--- config.mk ---
export PLATFORM = sky130hd
export DESIGN_NAME = bbsf_fifo
export DESIGN_NICKNAME = d
export VERILOG_FILES = /design/src/rtl/bounded_byte_stream_fifo_assert.svh /design/src/rtl/bbsf_fifo.sv
export SDC_FILE = /design/constraint.sdc
export NUM_CORES = 1
export LEC_CHECK = 0
export ABC_AREA = 1
export ABC_CLOCK_PERIOD_IN_PS = 2800
export BUFFER_PORTS_ARGS = -buffer_cell sky130_fd_sc_hd__buf_2
export CORE_AREA = 2 2 63 65
export CTS_CLUSTER_DIAMETER = 100
export CTS_CLUSTER_SIZE = 12
export DETAILED_ROUTE_END_ITERATION = 16
export DIE_AREA = 0 0 65 67
export PLACE_DENSITY = 0.64
export SYNTH_ARGS = -nofsm -noshare
export SYNTH_HDL_FRONTEND = slang
export SYNTH_SLANG_ARGS = --single-unit
--- constraint.sdc ---
create_clock -name clk -period 2.8 [get_ports clk]
set_input_delay 0.28 -clock clk [delete_from_list [all_inputs] [get_ports clk]]
set_output_delay 0.28 -clock clk [all_outputs]
set_load 0.01 [all_outputs]
--- src/rtl/bounded_byte_stream_fifo_assert.svh ---
// assertion macros for the bounded byte stream fifo
`ifndef BOUNDED_BYTE_STREAM_FIFO_ASSERT_SVH
`define BOUNDED_BYTE_STREAM_FIFO_ASSERT_SVH
`ifndef SYNTHESIS
// antecedent implies consequent in the same cycle
`define BBSF_ASSERT_IMPLY(lbl, clk, rst_n, ante, cons) \
	lbl: assert property (@(posedge clk) disable iff (!rst_n) (ante) |-> (cons)) \
		else $error("bbsf assertion failed");
// condition never holds
`define BBSF_ASSERT_NEVER(lbl, clk, rst_n, cond) \
	lbl: assert property (@(posedge clk) disable iff (!rst_n) !(cond)) \
		else $error("bbsf assertion failed");
`else
`define BBSF_ASSERT_IMPLY(lbl, clk, rst_n, ante, cons)
`define BBSF_ASSERT_NEVER(lbl, clk, rst_n, cond)
`endif
`endif

--- src/rtl/bbsf_fifo.sv ---
// small register queue used between the parts of the block
`timescale 1ns / 1ps
module bbsf_fifo #(
	parameter int WIDTH = 8,
	parameter int LOG2 = 2
) (
	input  logic             clk,
	input  logic             arst_n,
	input  logic             push,
	input  logic [WIDTH-1:0] wdata,
	input  logic             pop,
	output logic [WIDTH-1:0] rdata,
	output logic             empty,
	output logic             full,
	output logic [LOG2:0]    level
);
	localparam int N = 2 ** LOG2;

	logic [WIDTH-1:0] mem_q [N];
	logic [LOG2-1:0]  wr_q;
	logic [LOG2-1:0]  rd_q;
	logic [LOG2:0]    level_q;
	logic             do_push;
	logic             do_pop;

	assign empty = (level_q == '0);
	assign full = (level_q == (LOG2+1)'(N));
	assign level = level_q;
	assign rdata = mem_q[rd_q];
	assign do_push = push && !full;
	assign do_pop = pop && !empty;

	always_ff @(posedge clk or negedge arst_n) begin
		if (!arst_n) begin
			wr_q <= '0;
			rd_q <= '0;
			level_q <= '0;
		end else begin
			if (do_push) begin
				wr_q <= wr_q + 1'b1;
			end
			if (do_pop) begin
				rd_q <= rd_q + 1'b1;
			end
			if (do_push && !do_pop) begin
				level_q <= level_q + 1'b1;
			end else if (do_pop && !do_push) begin
				level_q <= level_q - 1'b1;
			end
		end
	end

	always_ff @(posedge clk) begin
		if (do_push) begin
			mem_q[wr_q] <= wdata;
		end
	end
endmodule

==> flow_summary.yaml <==
hold_path:
  hold_class: "in2reg"
  worstHoldStart: "wdata[6]"
  worstHoldPathCells: 1
  holdPathEnd: "mem_q[3][6]"
logic_synthesis:
  yosys_warnings: 0
  syn_avg_cell_area_sq_um: 11.3
  synth_nets: 172
  synthCells: 154
  ys_ff_latch: 39
  synth_cell_types: 16
  netlist_area_sq_um: 1730
  seq_area_frac_synth_pct: 65.5
power:
  cellLeakagePower_nw: 0.931
  peakVddDrop_uv: 700
  powerDensity_nw_per_um2: 1050
routing:
  drt_iter0_markers: 59
  drc: 0
  ant_nets: 0
  routed-via-count: 1124
  drtPass1Iterations: 4
  viasPerCell: 4.82
  routed_wl_microns: 2900
  routedWlPerCell_microns: 12.5
cts:
  clockBufferDepth: 2
  cts_root_buf: "clkbuf_8"
  cts_tree: "built"
  clk_pin_slew_ns: 0.08
  clk_latency_ns: 0.28
  post_cts_buffers: 0
  clock_sinks: 39
  numCtsBuffers: 5
  htreeDepth: 2
place:
  place_congestion: 0.749
  io_buffers: 24
  hpwl_microns: 2010
global_route:
  grt_pass1_vias: 1078
  grt_pass1_wl_microns: 4910
  grt_use_met1_pct: 19.3
  grt_overflow: 0
  grt_antenna_before_repair: 0
  met3_usage_pct: 5.24
  grt_max_degree: 34
  grt_util_all_layers_pct: 15.9
  top_usage_layer: "met2"
  grtUsageMet2_pct: 25.0
timing:
  worst_pin_slew_ns: 0.778
  fmax_mhz: 521
  post-route-period-util_pct: 68.5
  min_period_ns: 1.92
  slew_headroom_pct: 48.0
  setup_violations: 0
  finalClockSkew_ns: 0.00594
  fin_setup_tns_ns: 0
  finalMaxSlewViolations: 0
  hold_violations: 0
  rsz0062_at_grt: "false"
worst_setup_path:
  setup.worst_path.end_class: "register"
  cp_slowest_stage_delay_ns: 0.42
  critPathMaxFanout: 7
  path_cells: "inv_1 -> nand3_1 -> nand2_1 -> inv_1 -> ha_1 -> inv_1 -> fa_1 -> nand2_1 -> o21ai_0"
  worstPathArrival_ns: 2.08
  r2r_end: "level[1]"
  crit_path_start_kind: "register"
  crit_type: "reg2reg"
  r2r-start: "level[1]"
  cp_data_required_time_ns: 2.96
  cp_common_cell: "inv_1"
  regToRegSetupSlack_ns: 0.88
  cp_slowest_cell: "dfrtp_1"
  ff2ff_path_depth: 9
layout:
  nNetsFinal: 202
  layout-drive-gt1-share_pct: 19.5
  diodes: 0
  final_util_pct: 55.8
  areaGrowthSynthToFinish_pct: 16.1
  layout_commonest_cell: "nand2_1"
  final_cell_mix: "nand2_1 (41), inv_1 (32), edfxtp_1 (32)"
floorplan:
  die-area_sq_um: 4360
  io_pins: 25
  dieHeight_microns: 67
  core-area_sq_um: 3610
  die_w_microns: 65
  num_rows: 22
  initial_core_util_pct: 48.1
flow_run:
  maxCapViolCount: 0
run_status:
  status: "completed"
==> where the power goes <==
| part | internal [mW] | switching (mW) | total [mW] |
|---|---|---|---|
| registers | 0.781 | 0.0900 | 0.871 |
| clock network | 0.288 | 0.188 | 0.476 |
| logic | 0.282 | 0.485 | 0.767 |
| total | 1.35 | 0.762 | 2.11 |
==> sequential cells by signal, summed over array words and instances (netlist names) <==
name and count:
level 3, rd_q 2, wr_q 2, mem_q 32
==> Yosys cell counts <==
library cell,instances,area share (%)
nor2_1,4,0.87
fa_1,1,1.2
inv_2,2,0.43
nand2_1,41,8.9
nand3_1,7,2.0
buf_4,1,0.43
xnor2_1,1,0.51
buf_6,2,1.3
o211ai_1,16,6.9
o21ai_0,1,0.29
ha_1,5,3.6
nand4_1,1,0.36
inv_1,32,6.9
dfrtp_1,7,10
edfxtp_1,32,55
clkbuf_8,1,0.79
==> worst max path at each step <==
| stage | from | to | slack (ns) | cells past startpoint |
|---|---|---|---|---|
| 3_5_place_dp | level[1] | level[1] | 0.89 | 9 |
| 2_1_floorplan | level[0] | level[1] | 1.01 | 9 |
| 4_1_cts | level[1] | level[1] | 0.88 | 9 |
| 6_report | level[1] | level[1] | 0.88 | 9 |
| 3_3_place_gp | level[0] | level[1] | 0.98 | 9 |
| 5_1_grt | level[1] | level[1] | 0.70 | 9 |
==> worst max-delay path, delay by kind of cell (launching register included) <==
family          cells  cell delay, ns
compound gates      1            0.08
flops               1            0.42
simple gates        3            0.41
fa+ha+maj           2            0.62
buf+inv             3            0.27
==> repair_timing <==
| item | CTS | global route |
|---|---|---|
| hold endpoints to repair | 7 | 0 |
| endpoints found under the setup margin | 0 | 0 |
| resized for setup | 0 | 0 |
| hold buffers | 1 | 0 |
==> through the flow <==
step | worst slack (ns) | std cells | power, mW | instance area, sq um | hold slack (ns)
3_5_place_dp | 0.888 | 224 | 1.66 | 1890 | 0.126
5_1_grt | 0.703 | 233 | 2.28 | 2010 | 0.203
6_report | 0.881 | 233 | 2.11 | 2010 | 0.208
4_1_cts | 0.877 | 233 | 2.13 | 2010 | 0.202
3_3_place_gp | 0.982 | 224 | 1.62 | 1890 | 0.119
2_1_floorplan | 1.01 | 154 | 1.43 | 1730 | -0.0156
==> area by class of cell <==
| type | count | area, sq um |
|---|---|---|
| Sequential cell | 39 | 1140 |
| Clock buffer | 6 | 82.6 |
| Timing Repair Buffer | 27 | 145 |
| Multi-Input combinational cell | 77 | 427 |
| Clock inverter | 2 | 35.0 |
| Tap cell | 48 | 60.1 |
| Inverter | 34 | 128 |
| Fill cell | 322 | 1590 |
==> cells by family after synthesis <==
kind of cell	share of synthesized area (%)
fa+ha+maj	4.76
xor+xnor	0.505
buf+inv	9.88
compound gates	7.22
simple gates	12.1
flops	65.5
==> metal layers <==
layer | wire length, microns | vias to the layer above
met3 | 142 | 4
met5 | 0 | -
met2 | 1370 | 23
met4 | 48 | 0
met1 | 1340 | 528
li1 | - | 569
No activity file was read; power rests on OpenSTA's default activity.
