===== config.mk =====
export PLATFORM = sky130hd
export DESIGN_NAME = bbsf_front
export DESIGN_NICKNAME = d
export VERILOG_FILES = /design/src/rtl/bounded_byte_stream_fifo_assert.svh /design/src/rtl/bbsf_pkg.sv /design/src/rtl/bbsf_front.sv
export SDC_FILE = /design/constraint.sdc
export NUM_CORES = 1
export LEC_CHECK = 0
export BUFFER_PORTS_ARGS = -buffer_cell sky130_fd_sc_hd__buf_2
export CAP_MARGIN = 20
export CORE_UTILIZATION = 41
export DETAILED_ROUTE_END_ITERATION = 8
export GPL_TIMING_DRIVEN = 0
export PLACE_DENSITY = 0.72
export SYNTH_ARGS = -nofsm -noshare
export SYNTH_HDL_FRONTEND = slang
export SYNTH_SLANG_ARGS = --single-unit

===== constraint.sdc =====
create_clock -name clk -period 5.6 [get_ports clk]
set_input_delay 0.56 -clock clk [delete_from_list [all_inputs] [get_ports clk]]
set_output_delay 0.56 -clock clk [all_outputs]
set_load 0.05 [all_outputs]

===== src/rtl/bounded_byte_stream_fifo_assert.svh =====
// assertion macros for the bounded byte stream fifo
`ifndef BOUNDED_BYTE_STREAM_FIFO_ASSERT_SVH
`define BOUNDED_BYTE_STREAM_FIFO_ASSERT_SVH
`ifndef SYNTHESIS
// antecedent implies consequent in the same cycle
`define BBSF_ASSERT_IMPLY(lbl, clk, rst_n, ante, cons) \
	lbl: assert property (@(posedge clk) disable iff (!rst_n) (ante) |-> (cons)) \
		else $error("bbsf assertion failed");
// condition never holds
`define BBSF_ASSERT_NEVER(lbl, clk, rst_n, cond) \
	lbl: assert property (@(posedge clk) disable iff (!rst_n) !(cond)) \
		else $error("bbsf assertion failed");
`else
`define BBSF_ASSERT_IMPLY(lbl, clk, rst_n, ante, cons)
`define BBSF_ASSERT_NEVER(lbl, clk, rst_n, cond)
`endif
`endif


===== src/rtl/bbsf_pkg.sv =====
// shared types and constants of the bounded byte stream fifo
`timescale 1ns / 1ps
package bbsf_pkg;
	localparam int BYTE_W = 8;
	localparam int CNT_W = 13;
	localparam int REQ_W = 7;
	localparam int TOT_W = 32;
	localparam int MAX_BURST = 64;
	localparam int DQ_LOG2 = 2;
	localparam int OQ_LOG2 = 2;
	localparam logic [CNT_W-1:0] CAP_RESET = 13'd4096;

	typedef enum logic [2:0] {
		CMD_WRITE  = 3'd0,
		CMD_READ   = 3'd1,
		CMD_PEEK   = 3'd2,
		CMD_POP    = 3'd3,
		CMD_END    = 3'd4,
		CMD_STATUS = 3'd5
	} cmd_t;

	typedef struct packed {
		logic [CNT_W-1:0] buffered;
		logic [CNT_W-1:0] remaining;
		logic [TOT_W-1:0] total_written;
		logic [TOT_W-1:0] total_read;
		logic             in_closed;
		logic             end_of_stream;
	} stat_t;

	typedef struct packed {
		logic             burst;
		logic             byte_valid;
		logic [REQ_W-1:0] n;
		logic [REQ_W-1:0] moved;
		stat_t            stat;
	} desc_t;

	typedef struct packed {
		logic [BYTE_W-1:0] byte_value;
		logic              byte_valid;
		logic              last;
		logic [REQ_W-1:0]  moved_count;
		stat_t             stat;
	} res_t;
endpackage


===== src/rtl/bbsf_front.sv =====
// front part: takes items, updates fill and totals, writes bytes to the store, issues descriptors
`timescale 1ns / 1ps
module bbsf_front #(
	parameter int DEPTH = 4096,
	localparam int PW = $clog2(DEPTH)
) (
	input  logic                        clk,
	input  logic                        arst_n,
	input  logic                        push,
	output logic                        full,
	input  logic [2:0]                  cmd,
	input  logic [bbsf_pkg::BYTE_W-1:0] data_byte,
	input  logic [bbsf_pkg::REQ_W-1:0]  count,
	input  logic                        cfg_wr_en,
	input  logic [bbsf_pkg::CNT_W-1:0]  cfg_wr_data,
	input  logic                        dq_full,
	output logic                        dq_push,
	output bbsf_pkg::desc_t             dq_desc,
	output logic [PW-1:0]               dq_addr,
	input  logic                        rd_done,
	output logic                        mem_we,
	output logic [PW-1:0]               mem_waddr,
	output logic [bbsf_pkg::BYTE_W-1:0] mem_wdata
);
	import bbsf_pkg::*;

	localparam int SW = ((PW > CNT_W) ? PW : CNT_W) + 1;
	localparam logic [SW-1:0] DEPTH_S = SW'(DEPTH);
	localparam logic [CNT_W-1:0] CAP_LIM =
		CNT_W'((DEPTH > (2 ** CNT_W - 1)) ? (2 ** CNT_W - 1) : DEPTH);
	localparam logic [REQ_W-1:0] BURST_LIM = REQ_W'(MAX_BURST);
	localparam int BW = DQ_LOG2 + 1;

	logic              valid_s1;
	logic [2:0]        cmd_s1;
	logic [BYTE_W-1:0] data_s1;
	logic [REQ_W-1:0]  count_s1;

	logic [CNT_W-1:0] cap_q;
	logic [PW-1:0]    head_q;
	logic [CNT_W-1:0] fill_q;
	logic [TOT_W-1:0] wtot_q;
	logic [TOT_W-1:0] rtot_q;
	logic             ended_q;
	logic [BW-1:0]    rd_cnt_q;

	logic [CNT_W-1:0] eff_cap;
	logic [REQ_W-1:0] req;
	logic [REQ_W-1:0] n;
	logic [SW-1:0]    head_sum;
	logic [SW-1:0]    tail_sum;
	logic [PW-1:0]    head_adv;
	logic [PW-1:0]    tail;
	logic             write_ok;
	logic             adv;
	logic             accept;
	logic [PW-1:0]    head_n;
	logic [CNT_W-1:0] fill_n;
	logic [TOT_W-1:0] wtot_n;
	logic [TOT_W-1:0] rtot_n;
	logic             ended_n;
	logic             burst;
	logic             bv;
	logic [REQ_W-1:0] moved;
	logic             wr_en;

	// writes wait while a read or peek burst is still fetching, so freed slots are not reused early
	assign adv = valid_s1 && !dq_full &&
		!((cmd_s1 == CMD_WRITE) && (rd_cnt_q != '0));
	assign full = valid_s1 && !adv;
	assign accept = push && !full;

	always_comb begin
		eff_cap = (cap_q > CAP_LIM) ? CAP_LIM : cap_q;
		req = (count_s1 > BURST_LIM) ? BURST_LIM : count_s1;
		n = ((CNT_W)'(req) < fill_q) ? req : fill_q[REQ_W-1:0];
		head_sum = SW'(head_q) + SW'(n);
		head_adv = (head_sum >= DEPTH_S) ? PW'(head_sum - DEPTH_S) : PW'(head_sum);
		tail_sum = SW'(head_q) + SW'(fill_q);
		tail = (tail_sum >= DEPTH_S) ? PW'(tail_sum - DEPTH_S) : PW'(tail_sum);
		write_ok = fill_q < eff_cap;

		head_n = head_q;
		fill_n = fill_q;
		wtot_n = wtot_q;
		rtot_n = rtot_q;
		ended_n = ended_q;
		burst = 1'b0;
		bv = 1'b0;
		moved = '0;
		wr_en = 1'b0;
		unique case (cmd_s1)
			CMD_WRITE: begin
				if (write_ok) begin
					fill_n = fill_q + 1'b1;
					wtot_n = wtot_q + 1'b1;
					bv = 1'b1;
					wr_en = 1'b1;
				end
			end
			CMD_READ: begin
				burst = (n != '0);
				head_n = head_adv;
				fill_n = fill_q - CNT_W'(n);
				rtot_n = rtot_q + TOT_W'(n);
			end
			CMD_PEEK: begin
				burst = (n != '0);
			end
			CMD_POP: begin
				head_n = head_adv;
				fill_n = fill_q - CNT_W'(n);
				rtot_n = rtot_q + TOT_W'(n);
				moved = n;
			end
			CMD_END: begin
				ended_n = 1'b1;
			end
			default: begin
			end
		endcase

		dq_desc.burst = burst;
		dq_desc.byte_valid = bv;
		dq_desc.n = n;
		dq_desc.moved = moved;
		dq_desc.stat.buffered = fill_n;
		dq_desc.stat.remaining = (eff_cap > fill_n) ? (eff_cap - fill_n) : '0;
		dq_desc.stat.total_written = wtot_n;
		dq_desc.stat.total_read = rtot_n;
		dq_desc.stat.in_closed = ended_n;
		dq_desc.stat.end_of_stream = ended_n && (fill_n == '0);
	end

	assign dq_push = adv;
	assign dq_addr = head_q;
	assign mem_we = adv && wr_en;
	assign mem_waddr = tail;
	assign mem_wdata = data_s1;

	always_ff @(posedge clk or negedge arst_n) begin
		if (!arst_n) begin
			valid_s1 <= 1'b0;
			cap_q <= CAP_RESET;
			head_q <= '0;
			fill_q <= '0;
			wtot_q <= '0;
			rtot_q <= '0;
			ended_q <= 1'b0;
			rd_cnt_q <= '0;
		end else begin
			if (accept) begin
				valid_s1 <= 1'b1;
			end else if (adv) begin
				valid_s1 <= 1'b0;
			end
			if (cfg_wr_en) begin
				cap_q <= cfg_wr_data;
			end
			if (adv) begin
				head_q <= head_n;
				fill_q <= fill_n;
				wtot_q <= wtot_n;
				rtot_q <= rtot_n;
				ended_q <= ended_n;
			end
			if ((adv && burst) && !rd_done) begin
				rd_cnt_q <= rd_cnt_q + 1'b1;
			end else if (!(adv && burst) && rd_done) begin
				rd_cnt_q <= rd_cnt_q - 1'b1;
			end
		end
	end

	always_ff @(posedge clk) begin
		if (accept) begin
			cmd_s1 <= cmd;
			data_s1 <= data_byte;
			count_s1 <= count;
		end
	end
endmodule


==> results by group <==
Outcome
  • Outcome: finished with violations
  • Failing checks: negative setup slack

Route
  • DR vias/cell: 5.349
  • # DRC: 0
  • DRT iter0 DRCs: between 400 and 500
  • Drt first pass iters: 5
  • WL/cell: 17.03 um
  • DR vias: just over 8000
  • Post-Route WL: 26.46 mm
  • Final ANT Viol Nets: 0

Floorplan
  • Die area: 22770 um^2
  • Ports: 180
  • Starting Density: 41.78%
  • Total core area: 21760 um^2
  • Die X: 150.9 um
  • Std-Cell Rows: 54
  • Die H: 150.9 um

Cells and area
  • Fraction of layout instances using a drive strength above 1: 29.74%
  • P&R area growth vs syn: 31.70%
  • Nets@finish: approximately 1400
  • Finished Core Util: between 50% and 60%
  • Final std cells w/o fill: 1554
  • FILL cells: about 2000

Clock network
  • Root buffer cell: clkbuf_16
  • Clock sinks: 125
  • CTS tree: built
  • Clock Latency Late Sink: 0.42 ns
  • CTS Buf Count: 17
  • Max Buffers Root-to-Sink: 2
  • CTS clk-pin slew, worst paths: roughly 0.06 ns
  • Htree depth: 4
  • Cts hold-fix bufs: 0

Run
  • Max-Cap Viols: 0

Timing
  • RSZ-0062 raised after global routing: yes
  • Slew @ Worst Pin: around 0.9 ns
  • Final Cycle Share: 118.2%
  • Clock Skews: 0.01122 ns
  • Highest Clock Rate: 151.1 MHz
  • Final Max Tran Viols: 0
  • Slew margin rel.: between 30% and 40%
  • Fin crit period: 6.620 ns
  • Final Setup Violations: 14
  • Setup ws final: -1.020 ns
  • Hold Vio Cnt, Final: 0

Worst setup path
  • CP arrival: 6.06 ns
  • Worst r2r path cells: 20
  • R2R Setup Slk: between 1 and 1.5 ns
  • WP depth: 26
  • Setup CP Type: reg2out
  • CP delay by family, top: compound AO/OA/AOI/OAI gates
  • Critical Path End Type: primary output
  • CP Launch Type: flip-flop
  • Crit path max fanout: 6
  • Worst reg2reg path startpoint: count_s1[6]
  • FF-to-FF End: fill_q[12]
  • Crit-path most repeated cell: o21a_1
  • Buf/Inv on CP: 4
  • Required time of the critical path: 5.04 ns
  • Worst path slowest cell: or4_4
  • Max stage delay on crit path: 0.56 ns

Power
  • Power per cell area: 591.1 nW/um^2
  • LEAKAGE: about 6.0 nW
  • Maximum vdd ir drop: between 200 and 300 uV

Global routing
  • Vias in the first global route: slightly above 8000
  • Largest net degree at the start of global routing: 62
  • First-pass GRT wire length: 41.30 mm
  • Total GRT Usage: a little under a quarter
  • Initial antenna violation count: 6
  • GR Overflow Total: 0

Logic synthesis
  • Synthesized area per cell: 8.919 um^2
  • Synth warn: 0
  • Synthesized flop and latch total: 125
  • Fraction of synthesis flops using an asynchronous set or reset pin: 85.60%
  • Ys flop type: dfrtp_1
  • Area fraction in compound gates after synthesis: 12.21%
  • Mux contribution to synthesized area: 2.327%
  • Largest family of logic cells by synthesized area: simple AND/OR/NAND/NOR gates
  • Xor/xnor share of the synthesized area: 15.03%
  • Synthesized area: 9089 um^2
  • Post-synthesis adder-cell area fraction: between 10% and 20%
  • Mapped Cells: 1019
  • Syn_nets: 1128
  • Simple-gate share of the synthesized area: between 20% and 30%
  • Post-synth EDFFs: 18
  • Synth cell types: roughly 70
  • Seq/Total Area, Yosys: 35.42%

Placement
  • Placed insts: 1479
  • Post-DP HPWL: about 19 mm
  • Port bufs: 179
  • Worst Setup Slack post-DPL: -1.309 ns
  • Gpl congestion: 0.8845

Hold path
  • Hold Path Class: in2async
[cell usage in the layout, fill, tap and decap left out, types with 5 or more instances in the layout]
master and count:
nor2_1 77, clkbuf_16 18, mux2_2 17, a21oi_1 34
nand3_1 35, xnor2_1 67, o211ai_1 5, inv_1 58
o21a_1 12, nand2_1 110, nor3_1 27, nor2b_1 10
nand4_1 21, buf_6 18, dfrtp_1 104, edfxtp_1 18
and3_1 13, a21o_1 12, and2_1 11, buf_4 50
nor3_2 9, o21ai_0 39, o21ai_2 6, ha_1 60
or2_2 5, buf_2 153, nand2b_1 6, clkbuf_1 22
o21bai_1 7, xor2_1 86, nor4_1 6, or4_1 5
ha_4 5, nor2_2 12
[Yosys cell counts, drive strengths merged (3+ instances only)]
library cell	n	area, um^2
a2111o	3	33.78
a211oi	4	42.54
a21o	12	90.09
a21oi	39	195.2
a31oi	5	31.28
and2	12	75.07
and3	14	87.58
buf	11	62.56
clkbuf	24	90.09
dfrtp	106	2653
edfxtp	18	540.5
fa	6	120.1
ha	66	825.8
inv	60	225.2
mux2	17	191.4
nand2	114	427.9
nand2b	6	37.54
nand3	39	200.2
nand4	21	131.4
nor2	90	337.8
nor2b	14	87.58
nor3	38	215.2
nor3b	4	35.03
nor4	7	43.79
o211ai	5	37.54
o21a	13	97.59
o21ai	51	255.2
o21bai	8	60.06
o311ai	3	26.28
o31a	3	26.28
o31ai	4	30.03
or2	6	37.54
or3	3	23.77
or4	9	75.07
xnor2	68	595.6
xor2	88	770.7
[metrics by stage]
stage | total power, mW | hold WS (ns) | instance area, um^2 | TNS, ns
final | 7.075 | 0.07207 | 11970 | -13.35
after global routing | 7.476 | 0.1045 | 11970 | -18.01
after CTS | 6.800 | 0.08422 | 11590 | -13.52
after detailed placement | 5.226 | 0.4681 | 10530 | -16.71
after global placement | 5.140 | 0.4599 | 10490 | -14.56
after floorplan | 4.321 | 0.2644 | 9248 | -8.016
[cell families (layout without fill, tap and decap cells)]
family,Yosys count,count (layout)
and+or+nand+nor,382,382
AOI/OAI and AO/OA,170,170
xor gates and xnor gates,156,156
DFF,125,125
buffers and inverters,95,347
adders and majority gates,72,72
muxes,19,19
other,0,3
[sequential cells by signal (all words and copies together), names as in the netlist, 3 cells and up]
signal / count
rtot_q: 32
wtot_q: 32
cap_q: 13
fill_q: 13
dq_addr: 12
mem_wdata: 8
count_s1: 7
cmd_s1: 3
rd_cnt_q: 3
[cell type report]
class,count,area (um^2),area share [%]
Antenna cell,3,7.507,0.06272
Buffer,34,162.7,1.359
Clock buffer,19,454.2,3.794
Clock inverter,13,175.2,1.463
Inverter,60,225.2,1.881
Multi-Input combinational cell,799,6001,50.13
Sequential cell,125,3222,26.92
Tap cell,280,350.3,2.927
Timing Repair Buffer,221,1373,11.47
[worst reg2reg max path, stage by stage, from the launching register on]
cell and delay (ns):
edfxtp_1 0.45, nor2b_2 0.17, ha_1 0.25, a21boi_1 0.13, o21a_1 0.20, o21a_1 0.16, o21a_1 0.22, o2111a_2 0.32
nor2_4 0.14, mux2i_4 0.26, ha_2 0.22, fa_2 0.22, nor2b_2 0.05, o31a_1 0.28, o211a_4 0.27, or4_4 0.43
o211ai_1 0.21, buf_4 0.18, buf_4 0.10, buf_4 0.12, o21ai_0 0.07
[where the power goes]
part,leakage (nW),switching (mW),internal (mW)
Clock,0.303,0.463,0.738
Combinational,4.10,2.96,1.59
Sequential,1.57,0.255,1.07
[how the worst max path moves through the flow]
stage | from | endpoint | slack (ns)
2_1_floorplan | count_s1[6] | dq_desc[68] | -0.68
5_1_grt | fill_q[7] | dq_desc[70] | -1.24
6_report | count_s1[6] | dq_desc[68] | -1.02
4_1_cts | count_s1[6] | dq_desc[73] | -1.05
3_3_place_gp | fill_q[1] | dq_desc[70] | -1.17
3_5_place_dp | fill_q[1] | dq_desc[73] | -1.31
[what timing repair did]
item / in CTS / in global routing
gates cloned: 1 / 0
gates resized for setup: 67 / 58
pin swaps: 15 / 26
buffers inserted: 19 / 22
endpoints found under the setup margin: 40 / 40
[metal layers]
layer / wire, um / global-route usage [%]
met1: 11400 / 29.29
met2: 12640 / 38.51
met3: 1582 / 5.934
met4: 788 / 9.600
met5: 46 / 0
Power figures use the tool's default switching activity.
