$ cat src/rtl/bounded_byte_stream_fifo_assert.svh
// assertion macros for the bounded byte stream fifo
`ifndef BOUNDED_BYTE_STREAM_FIFO_ASSERT_SVH
`define BOUNDED_BYTE_STREAM_FIFO_ASSERT_SVH
`ifndef SYNTHESIS
// antecedent implies consequent in the same cycle
`define BBSF_ASSERT_IMPLY(lbl, clk, rst_n, ante, cons) \
	lbl: assert property (@(posedge clk) disable iff (!rst_n) (ante) |-> (cons)) \
		else $error("bbsf assertion failed");
// condition never holds
`define BBSF_ASSERT_NEVER(lbl, clk, rst_n, cond) \
	lbl: assert property (@(posedge clk) disable iff (!rst_n) !(cond)) \
		else $error("bbsf assertion failed");
`else
`define BBSF_ASSERT_IMPLY(lbl, clk, rst_n, ante, cons)
`define BBSF_ASSERT_NEVER(lbl, clk, rst_n, cond)
`endif
`endif

$ cat src/rtl/bbsf_pkg.sv
// shared types and constants of the bounded byte stream fifo
`timescale 1ns / 1ps
package bbsf_pkg;
	localparam int BYTE_W = 8;
	localparam int CNT_W = 13;
	localparam int REQ_W = 7;
	localparam int TOT_W = 32;
	localparam int MAX_BURST = 64;
	localparam int DQ_LOG2 = 2;
	localparam int OQ_LOG2 = 2;
	localparam logic [CNT_W-1:0] CAP_RESET = 13'd4096;

	typedef enum logic [2:0] {
		CMD_WRITE  = 3'd0,
		CMD_READ   = 3'd1,
		CMD_PEEK   = 3'd2,
		CMD_POP    = 3'd3,
		CMD_END    = 3'd4,
		CMD_STATUS = 3'd5
	} cmd_t;

	typedef struct packed {
		logic [CNT_W-1:0] buffered;
		logic [CNT_W-1:0] remaining;
		logic [TOT_W-1:0] total_written;
		logic [TOT_W-1:0] total_read;
		logic             in_closed;
		logic             end_of_stream;
	} stat_t;

	typedef struct packed {
		logic             burst;
		logic             byte_valid;
		logic [REQ_W-1:0] n;
		logic [REQ_W-1:0] moved;
		stat_t            stat;
	} desc_t;

	typedef struct packed {
		logic [BYTE_W-1:0] byte_value;
		logic              byte_valid;
		logic              last;
		logic [REQ_W-1:0]  moved_count;
		stat_t             stat;
	} res_t;
endpackage

$ cat src/rtl/bbsf_back.sv
// back part: turns descriptors into result items, fetching bytes for bursts
`timescale 1ns / 1ps
module bbsf_back #(
	parameter int DEPTH = 4096,
	localparam int PW = $clog2(DEPTH)
) (
	input  logic                        clk,
	input  logic                        arst_n,
	input  logic                        dq_empty,
	input  bbsf_pkg::desc_t             dq_desc,
	input  logic [PW-1:0]               dq_addr,
	output logic                        dq_pop,
	output logic                        mem_re,
	output logic [PW-1:0]               mem_raddr,
	input  logic [bbsf_pkg::BYTE_W-1:0] mem_rdata,
	output logic                        rd_done,
	input  logic [bbsf_pkg::OQ_LOG2:0]  oq_level,
	input  logic                        oq_full,
	output logic                        oq_push,
	output bbsf_pkg::res_t              oq_item
);
	import bbsf_pkg::*;

	localparam int LW = OQ_LOG2 + 2;
	localparam logic [LW-1:0] OQ_N = LW'(2 ** OQ_LOG2);
	localparam logic [PW-1:0] LAST_ADDR = PW'(DEPTH - 1);

	logic             busy_q;
	logic [REQ_W-1:0] left_q;
	logic [PW-1:0]    addr_q;
	stat_t            stat_q;
	logic             pend_s1;
	logic             last_s1;

	logic room;
	logic issue;
	logic take;
	logic final_issue;

	// room for the byte in flight plus the one about to be fetched
	assign room = (LW'(oq_level) + LW'(pend_s1)) < OQ_N;
	assign issue = busy_q && room;
	assign final_issue = issue && (left_q == REQ_W'(1));
	assign take = !busy_q && !dq_empty && (dq_desc.burst || (!pend_s1 && !oq_full));
	assign dq_pop = take;
	assign mem_re = issue;
	assign mem_raddr = addr_q;
	assign rd_done = final_issue;
	assign oq_push = pend_s1 || (take && !dq_desc.burst);

	always_comb begin
		if (pend_s1) begin
			oq_item.byte_value = mem_rdata;
			oq_item.byte_valid = 1'b1;
			oq_item.last = last_s1;
			oq_item.moved_count = '0;
			oq_item.stat = stat_q;
		end else begin
			oq_item.byte_value = '0;
			oq_item.byte_valid = dq_desc.byte_valid;
			oq_item.last = 1'b1;
			oq_item.moved_count = dq_desc.moved;
			oq_item.stat = dq_desc.stat;
		end
	end

	always_ff @(posedge clk or negedge arst_n) begin
		if (!arst_n) begin
			busy_q <= 1'b0;
			pend_s1 <= 1'b0;
		end else begin
			pend_s1 <= issue;
			if (take && dq_desc.burst) begin
				busy_q <= 1'b1;
			end else if (final_issue) begin
				busy_q <= 1'b0;
			end
		end
	end

	always_ff @(posedge clk) begin
		if (take && dq_desc.burst) begin
			left_q <= dq_desc.n;
			addr_q <= dq_addr;
			stat_q <= dq_desc.stat;
		end else if (issue) begin
			left_q <= left_q - 1'b1;
			addr_q <= (addr_q == LAST_ADDR) ? '0 : (addr_q + 1'b1);
		end
		if (issue) begin
			last_s1 <= (left_q == REQ_W'(1));
		end
	end
endmodule

$ cat config.mk
export PLATFORM = sky130hd
export DESIGN_NAME = bbsf_back
export DESIGN_NICKNAME = d
export VERILOG_FILES = /design/src/rtl/bounded_byte_stream_fifo_assert.svh /design/src/rtl/bbsf_pkg.sv /design/src/rtl/bbsf_back.sv
export SDC_FILE = /design/constraint.sdc
export NUM_CORES = 1
export LEC_CHECK = 0
export ABC_AREA = 1
export BUFFER_PORTS_ARGS = -buffer_cell sky130_fd_sc_hd__buf_4
export CORE_MARGIN = 4
export CORE_UTILIZATION = 47
export DETAILED_ROUTE_END_ITERATION = 12
export MAX_ROUTING_LAYER = met4
export PLACE_DENSITY = 0.81
export REMOVE_ABC_BUFFERS = 1
export SLEW_MARGIN = 20
export SYNTH_ARGS = -nofsm -noshare
export SYNTH_HDL_FRONTEND = slang
export SYNTH_SLANG_ARGS = --single-unit
$ cat constraint.sdc
create_clock -name clk -period 2 [get_ports clk]
set_input_delay 0.1 -clock clk [delete_from_list [all_inputs] [get_ports clk]]
set_output_delay 0.1 -clock clk [all_outputs]
set_load 0.05 [all_outputs]
==> run_results.csv, run 1 <==
group,metric,value,unit
place,dpl.hpwl,12.2,mm
cells_and_area,finish.instance_area,9240,um2
clocking,cts_setup_buffers,0,
power,ir_worst_vdd,917,uV
global_route,grt_pass1_vias,6062,
clocking,cts_tree,"built",
clocking,cts-htree-levels,4,
worst_hold_path,holdCritPathClass,"in -> reg",
routing,vias,5808,
floorplan,ios,260,
cells_and_area,fin_nets,1099,
clocking,cts-buffers-inserted,17,
routing,avgRoutedWirePerCell,18.8,um
worst_setup_path,critPathSlowestCell,"dfrtp_4",
yosys,synthCells,587,
cells_and_area,final_cell_mix,"nand2_1, buf_4, edfxtp_1",
yosys,yosysUniqueCellTypes,27,
floorplan,fp-row-count,38,
clocking,clockBufferDepth,2,
yosys,synth_enable_flop_cells,112,
worst_setup_path,reg2regPathDepth,5,
floorplan,die_y,115,um
clocking,clkTransAtPathRegs,0.05,ns
sta,slew_headroom,72.6,%
flow_run,drv_cap,0,
power,p_leak,0.00445,uW
cells_and_area,utilization,83.8,%
global_route,grt_pass1_wl,31.6,mm
worst_setup_path,path_buf_inv,3,
sta,fin_crit,1.87,ns
routing,drt_first_pass_iters,5,
clocking,cts_sinks,114,
yosys,synthesis.area_per_instance,9.18,um2
worst_setup_path,cp.arrival,1.77,ns
routing,drt_wl_total,21.0,mm
sta,rsz0062_at_grt,"false",
worst_setup_path,critPathCaptureType,"primary output",
yosys,ys.flop_type,"edfxtp_1",
floorplan,start_util,48.9,%
sta,finalCritPeriodShare,93.3,%
sta,skew,0.0104,ns
worst_setup_path,path_delay_family,"buffers and inverters",
cells_and_area,final_common_cell,"nand2_1",
global_route,grt_usage,32.1,%
worst_setup_path,path_cells,"inv_4, buf_12, nand2_1, nand2_1, buf_4",
power,fin_total_pwr,12000,uW
worst_setup_path,timing.rr.end,"mem_raddr[11]",
routing,first_iter_violations,492,
yosys,synth_warnings,0,
global_route,grt_overflow_total,0,
worst_setup_path,worst-r2r-setup-slack,0.39,ns
status,status,"completed",
worst_setup_path,critPathLaunchType,"register",
place,port_buffers,259,
worst_setup_path,cp.required,1.90,ns
power,power.density,1290,nW/um2
floorplan,core,11000,um2
yosys,ys_ff_latch,114,
routing,viasPerCell,5.21,
yosys,async_flop_share,1.75,%
sta,hold_viol,0,
yosys,synthTopCellsByArea,"edfxtp_1, nand2_1, inv_1",
place,dpl_cell_area,7520,um2
yosys,synth_top_area_share,62.4,%
sta,max_freq,536,MHz
sta,tightest_slew,0.411,ns
worst_setup_path,worst-path-max-fanout,54,
sta,setup_viol,0,
worst_setup_path,cp_num_cells,5,
worst_hold_path,hold_path.startpoint,"dq_addr[6]",
routing,drc,0,
sta,whs,0.0279,ns
yosys,yosysTopAreaCell,"edfxtp_1",
clocking,insertion_delay,0.40,ns
clocking,cts_root_buffer,"clkbuf_16",
floorplan,dieArea,13200,um2
floorplan,die_w,115,um
cells_and_area,layout.cells.non_filler,1115,
sta,report.final.slew_viol_count,0,
cells_and_area,area_delta_synth_final,71.5,%
global_route,grt_max_degree,87,
worst_setup_path,cp_common_cell,"nand2_1",
cells_and_area,fillers,561,
worst_setup_path,path_class,"reg -> out",
worst_setup_path,cp-startpoint,"pend_s1",
worst_setup_path,worst_path_largest_cell_delay,0.51,ns
global_route,antenna_found_initial,0,
yosys,seq_area_frac_synth,63.3,%
routing,antenna_left,0,
worst_setup_path,crit_end,"oq_item[33]",
place,dp.cells,971,
worst_setup_path,regToRegStartpoint,"busy_q",
yosys,netlist_area,5390,um2
cells_and_area,drive_gt1_share,32.4,%
place,place.gp.congestion,0.868,
[worst reg2reg max path, cell delays in order (launching register included)]
cell     delay, ns
dfrtp_1       0.41
nor2_2        0.15
nand2_2       0.09
buf_4         0.20
nand2_1       0.15
buf_4         0.28
[power by group]
part / leakage, uW / internal, uW / switching, uW / total [uW]
clock network: 0.000284 / 2070 / 1030 / 3100
registers: 0.00104 / 3080 / 258 / 3340
logic: 0.00312 / 1620 / 3890 / 5510
total: 0.00445 / 6780 / 5180 / 12000
[registers in the layout, summed over array words and instances, names as in the netlist]
signal / cells
pend_s1: 1
left_q: 7
mem_raddr: 12
last_s1: 1
busy_q: 1
stat_q: 92
[area by class of cell]
class / instances / area [um2] / area share (%)
timing repair buffer: 380 / 3200 / 34.6
clock inverter: 11 / 161 / 1.75
antenna: 1 / 2.50 / 0.0271
sequential: 114 / 3420 / 37.0
clock buffer: 21 / 440 / 4.77
inverter: 31 / 121 / 1.31
multi-input combinational: 417 / 1730 / 18.7
tap: 140 / 175 / 1.90
[per-stage QoR]
stage	TNS, ns	setup slack (ns)
final	0	0.134
after CTS	0	0.0681
after global routing	0	0.0528
after floorplan	-206.02	-1.87
after global placement	0	0.498
after detailed placement	0	0.465
[how the worst min path moves through the flow]
stage / to / slack, ns / cells after the start
CTS: mem_raddr[6] / 0.02 / 3
detailed placement: busy_q / -0.11 / 1
global route: mem_raddr[6] / 0.05 / 3
finish: mem_raddr[6] / 0.03 / 3
global placement: busy_q / -0.11 / 1
floorplan: busy_q / -0.20 / 0
[timing repair]
| action | 4_1_cts | 5_1_grt |
|---|---|---|
| endpoints found under the hold margin | 110 | 0 |
| hold buffers | 111 | 0 |
| resized for setup | 0 | 2 |
| setup endpoints to repair | 0 | 28 |
[cell families after synthesis]
| group | share of synthesized area [%] |
|---|---|
| AND/OR/NAND/NOR | 29.1 |
| flip-flops | 63.3 |
| buffers and inverters | 4.60 |
| AO/OA/AOI/OAI | 1.44 |
| XOR/XNOR | 0.813 |
| adder cells (fa/ha/maj) | 0.697 |
[metal layers]
layer | global-route usage, % | routed length [um] | vias to the layer above
met5 | - | 0 | -
met4 | 15.1 | 845 | 0
met3 | 6.79 | 1570 | 71
met2 | 57.4 | 11100 | 362
met1 | 33.5 | 7410 | 2745
li1 | - | - | 2630
[Yosys cell counts, types with 2 or more instances]
cell type and count:
xnor2_1 2, nor2_1 19, nand4_1 3, nor2_2 4, inv_2 4, clkbuf_1 3, o21ai_1 7, a31oi_1 2
nand2_1 344, buf_2 18, ha_1 3, nor2_4 2, dfrtp_1 2, edfxtp_1 112, o21bai_1 2, a21oi_1 2
buf_4 4, xor2_1 3, inv_1 27, nand3_1 11, or2_1 2, nand2_2 6
No activity file was read; power rests on OpenSTA's default activity.
==> run 2: changes to the inputs <==
- MAX_ROUTING_LAYER: met4 -> default
- RECOVER_POWER: default -> 50
==> run 2 against run 1 <==
Net effect: clock power about the same; global-route usage decreased by 2.5 points; register-to-register slack got worse by 0.16 ns; setup slack got worse by 0.030 ns; critical path depth unchanged; clock skew decreased by 0.0010 ns; sequential cell count unchanged; routed wire length decreased by 6.7%; cell count decreased by 0.45%; critical endpoint is now oq_item[69].
==> run_results.csv, run 2 (same netlist as run 1, synthesis figures left out) <==
group,metric,value,unit
status,status,"completed",
clocking,cts_tree,"built",
sta,skew,0.00942,ns
routing,drt_wl_total,19.6,mm
cells_and_area,regMostFlops,"stat_q",
power,ir_worst_vdd,843,uV
sta,setup_viol,0,
floorplan,die_y,115,um
cells_and_area,final_cell_mix,"nand2_1, buf_4, edfxtp_1",
worst_setup_path,cp_common_cell,"nand2_1",
global_route,grt_pass1_vias,5849,
clocking,clkTransAtPathRegs,0.05,ns
sta,tightest_slew,0.662,ns
place,dp.cells,971,
place,place.gp.congestion,0.880,
sta,fin_crit,1.90,ns
power,clock_power_share,26.2,%
floorplan,start_util,48.9,%
power,pwr-share-comb,45.4,%
global_route,grt_pass1_wl,30.0,mm
clocking,cts-buffers-inserted,17,
worst_setup_path,cp.arrival,1.80,ns
worst_setup_path,worst_path_largest_cell_delay,0.50,ns
global_route,grt_max_degree,83,
sta,rsz0062_at_grt,"false",
worst_hold_path,holdCritPathClass,"in -> reg",
worst_setup_path,path_buf_inv,3,
worst_setup_path,critPathCaptureType,"primary output",
floorplan,dieArea,13200,um2
cells_and_area,largest_register_ffs,92,
power,seq_power_share,28.4,%
clocking,cts_setup_buffers,0,
cells_and_area,diodes,0,
clocking,insertion_delay,0.41,ns
power,p_leak,0.00421,uW
sta,finalCritPeriodShare,94.8,%
floorplan,fp-row-count,38,
flow_run,drv_cap,0,
floorplan,die_w,115,um
routing,drt_first_pass_iters,5,
clocking,cts_root_buffer,"clkbuf_16",
worst_setup_path,path_cells,"inv_2, buf_6, nand2_1, nand2_1, buf_4",
worst_setup_path,path_class,"reg -> out",
sta,whs,0.0131,ns
place,dpl.hpwl,11.9,mm
routing,viasPerCell,5.16,
cells_and_area,fillers,657,
place,port_buffers,259,
power,p_sw,5100,uW
clocking,cts-htree-levels,4,
worst_setup_path,critPathSlowestCell,"dfrtp_4",
global_route,antenna_found_initial,0,
routing,avgRoutedWirePerCell,17.6,um
worst_setup_path,worst-r2r-setup-slack,0.23,ns
clocking,clockBufferDepth,2,
sta,tns,0,ns
cells_and_area,fin_nets,1096,
routing,vias,5724,
worst_setup_path,path_delay_family,"buffers and inverters",
cells_and_area,drive_gt1_share,26.2,%
sta,max_freq,528,MHz
routing,first_iter_violations,482,
sta,slew_headroom,56.1,%
cells_and_area,layout.cells.non_filler,1110,
worst_setup_path,cp.required,1.90,ns
floorplan,core,11000,um2
cells_and_area,final_common_cell,"nand2_1",
power,sw_frac_of_total,43.6,%
routing,drc,0,
routing,antenna_left,0,
clocking,cts_sinks,114,
global_route,grt_usage,29.5,%
power,p_int,6610,uW
worst_setup_path,worst-path-max-fanout,39,
sta,report.final.slew_viol_count,0,
floorplan,ios,260,
sta,hold_viol,0,
power,power.density,1310,nW/um2
worst_setup_path,critPathLaunchType,"register",
global_route,grt_overflow_total,0,
cells_and_area,area_delta_synth_final,65.9,%
## run 2: cell count changes in the layout (fill, tap and decap cells not counted), moves of 3 or more
cell           before  now
o21ai_1             7    3
dlygate4sd3_1     111  108
clkbuf_4            0   45
clkbuf_1            4   62
buf_12              5    2
buf_4             263  158
o21ai_0             1    5
## run 2: worst paths after layout
path | to | start | depth (start not counted)
hold / removal | left_q[0] | dq_desc[99] | 3
hold reg to reg | busy_q | busy_q | 2
setup reg to reg | stat_q[65] | busy_q | 4
min in group asynchronous | pend_s1 | arst_n | 3
max in group asynchronous | pend_s1 | arst_n | 3
setup / recovery | oq_item[69] | pend_s1 | 5
## run 2: layout make-up
cell class,count,area (um2),area share [%]
Sequential cell,114,3420,38.2
Timing Repair Buffer,377,2910,32.5
Multi-Input combinational cell,417,1720,19.3
Clock buffer,19,433,4.84
Tap cell,140,175,1.96
Clock inverter,12,165,1.85
Inverter,31,116,1.30
## run 2: power groups by stage
| stage | Clock (uW) | Sequential, uW | Combinational (uW) |
|---|---|---|---|
| finish | 3070 | 3330 | 5310 |
| global route | 3230 | 3370 | 5610 |
| CTS | 3110 | 3320 | 5370 |
| detailed placement | 0 | 3360 | 5170 |
| global placement | 0 | 3350 | 5110 |
| floorplan | 0 | 3730 | 3080 |
## run 2: timing repair
action | 4_1_cts | 5_1_grt
resized for setup | 0 | 1
hold buffers | 108 | 0
endpoints found under the setup margin | 0 | 2
endpoints found under the hold margin | 108 | 0
## run 2: through the flow
stage               setup slack (ns)  total power (uW)  util, %  area, um2
floorplan                      -1.87              6810        -       5260
global placement               0.527              8460     68.1       7510
detailed placement             0.497              8530     68.1       7510
CTS                            0.103             11800     83.3       9190
global route                  0.0597             12200     81.0       8940
finish                         0.104             11700     81.0       8940
## run 2: routing by layer
metal	share of wire, %	up-vias	track usage [%]
li1	-	2621	-
met1	35	2686	31.8
met2	51	340	53.0
met3	8.6	77	7.26
met4	5.1	0	16.2
met5	0	-	0
## run 2: tightest hold or removal path, stage by stage
cell	delay, ns
buf_4	0.09
nand2_1	0.05
o21ai_0	0.06
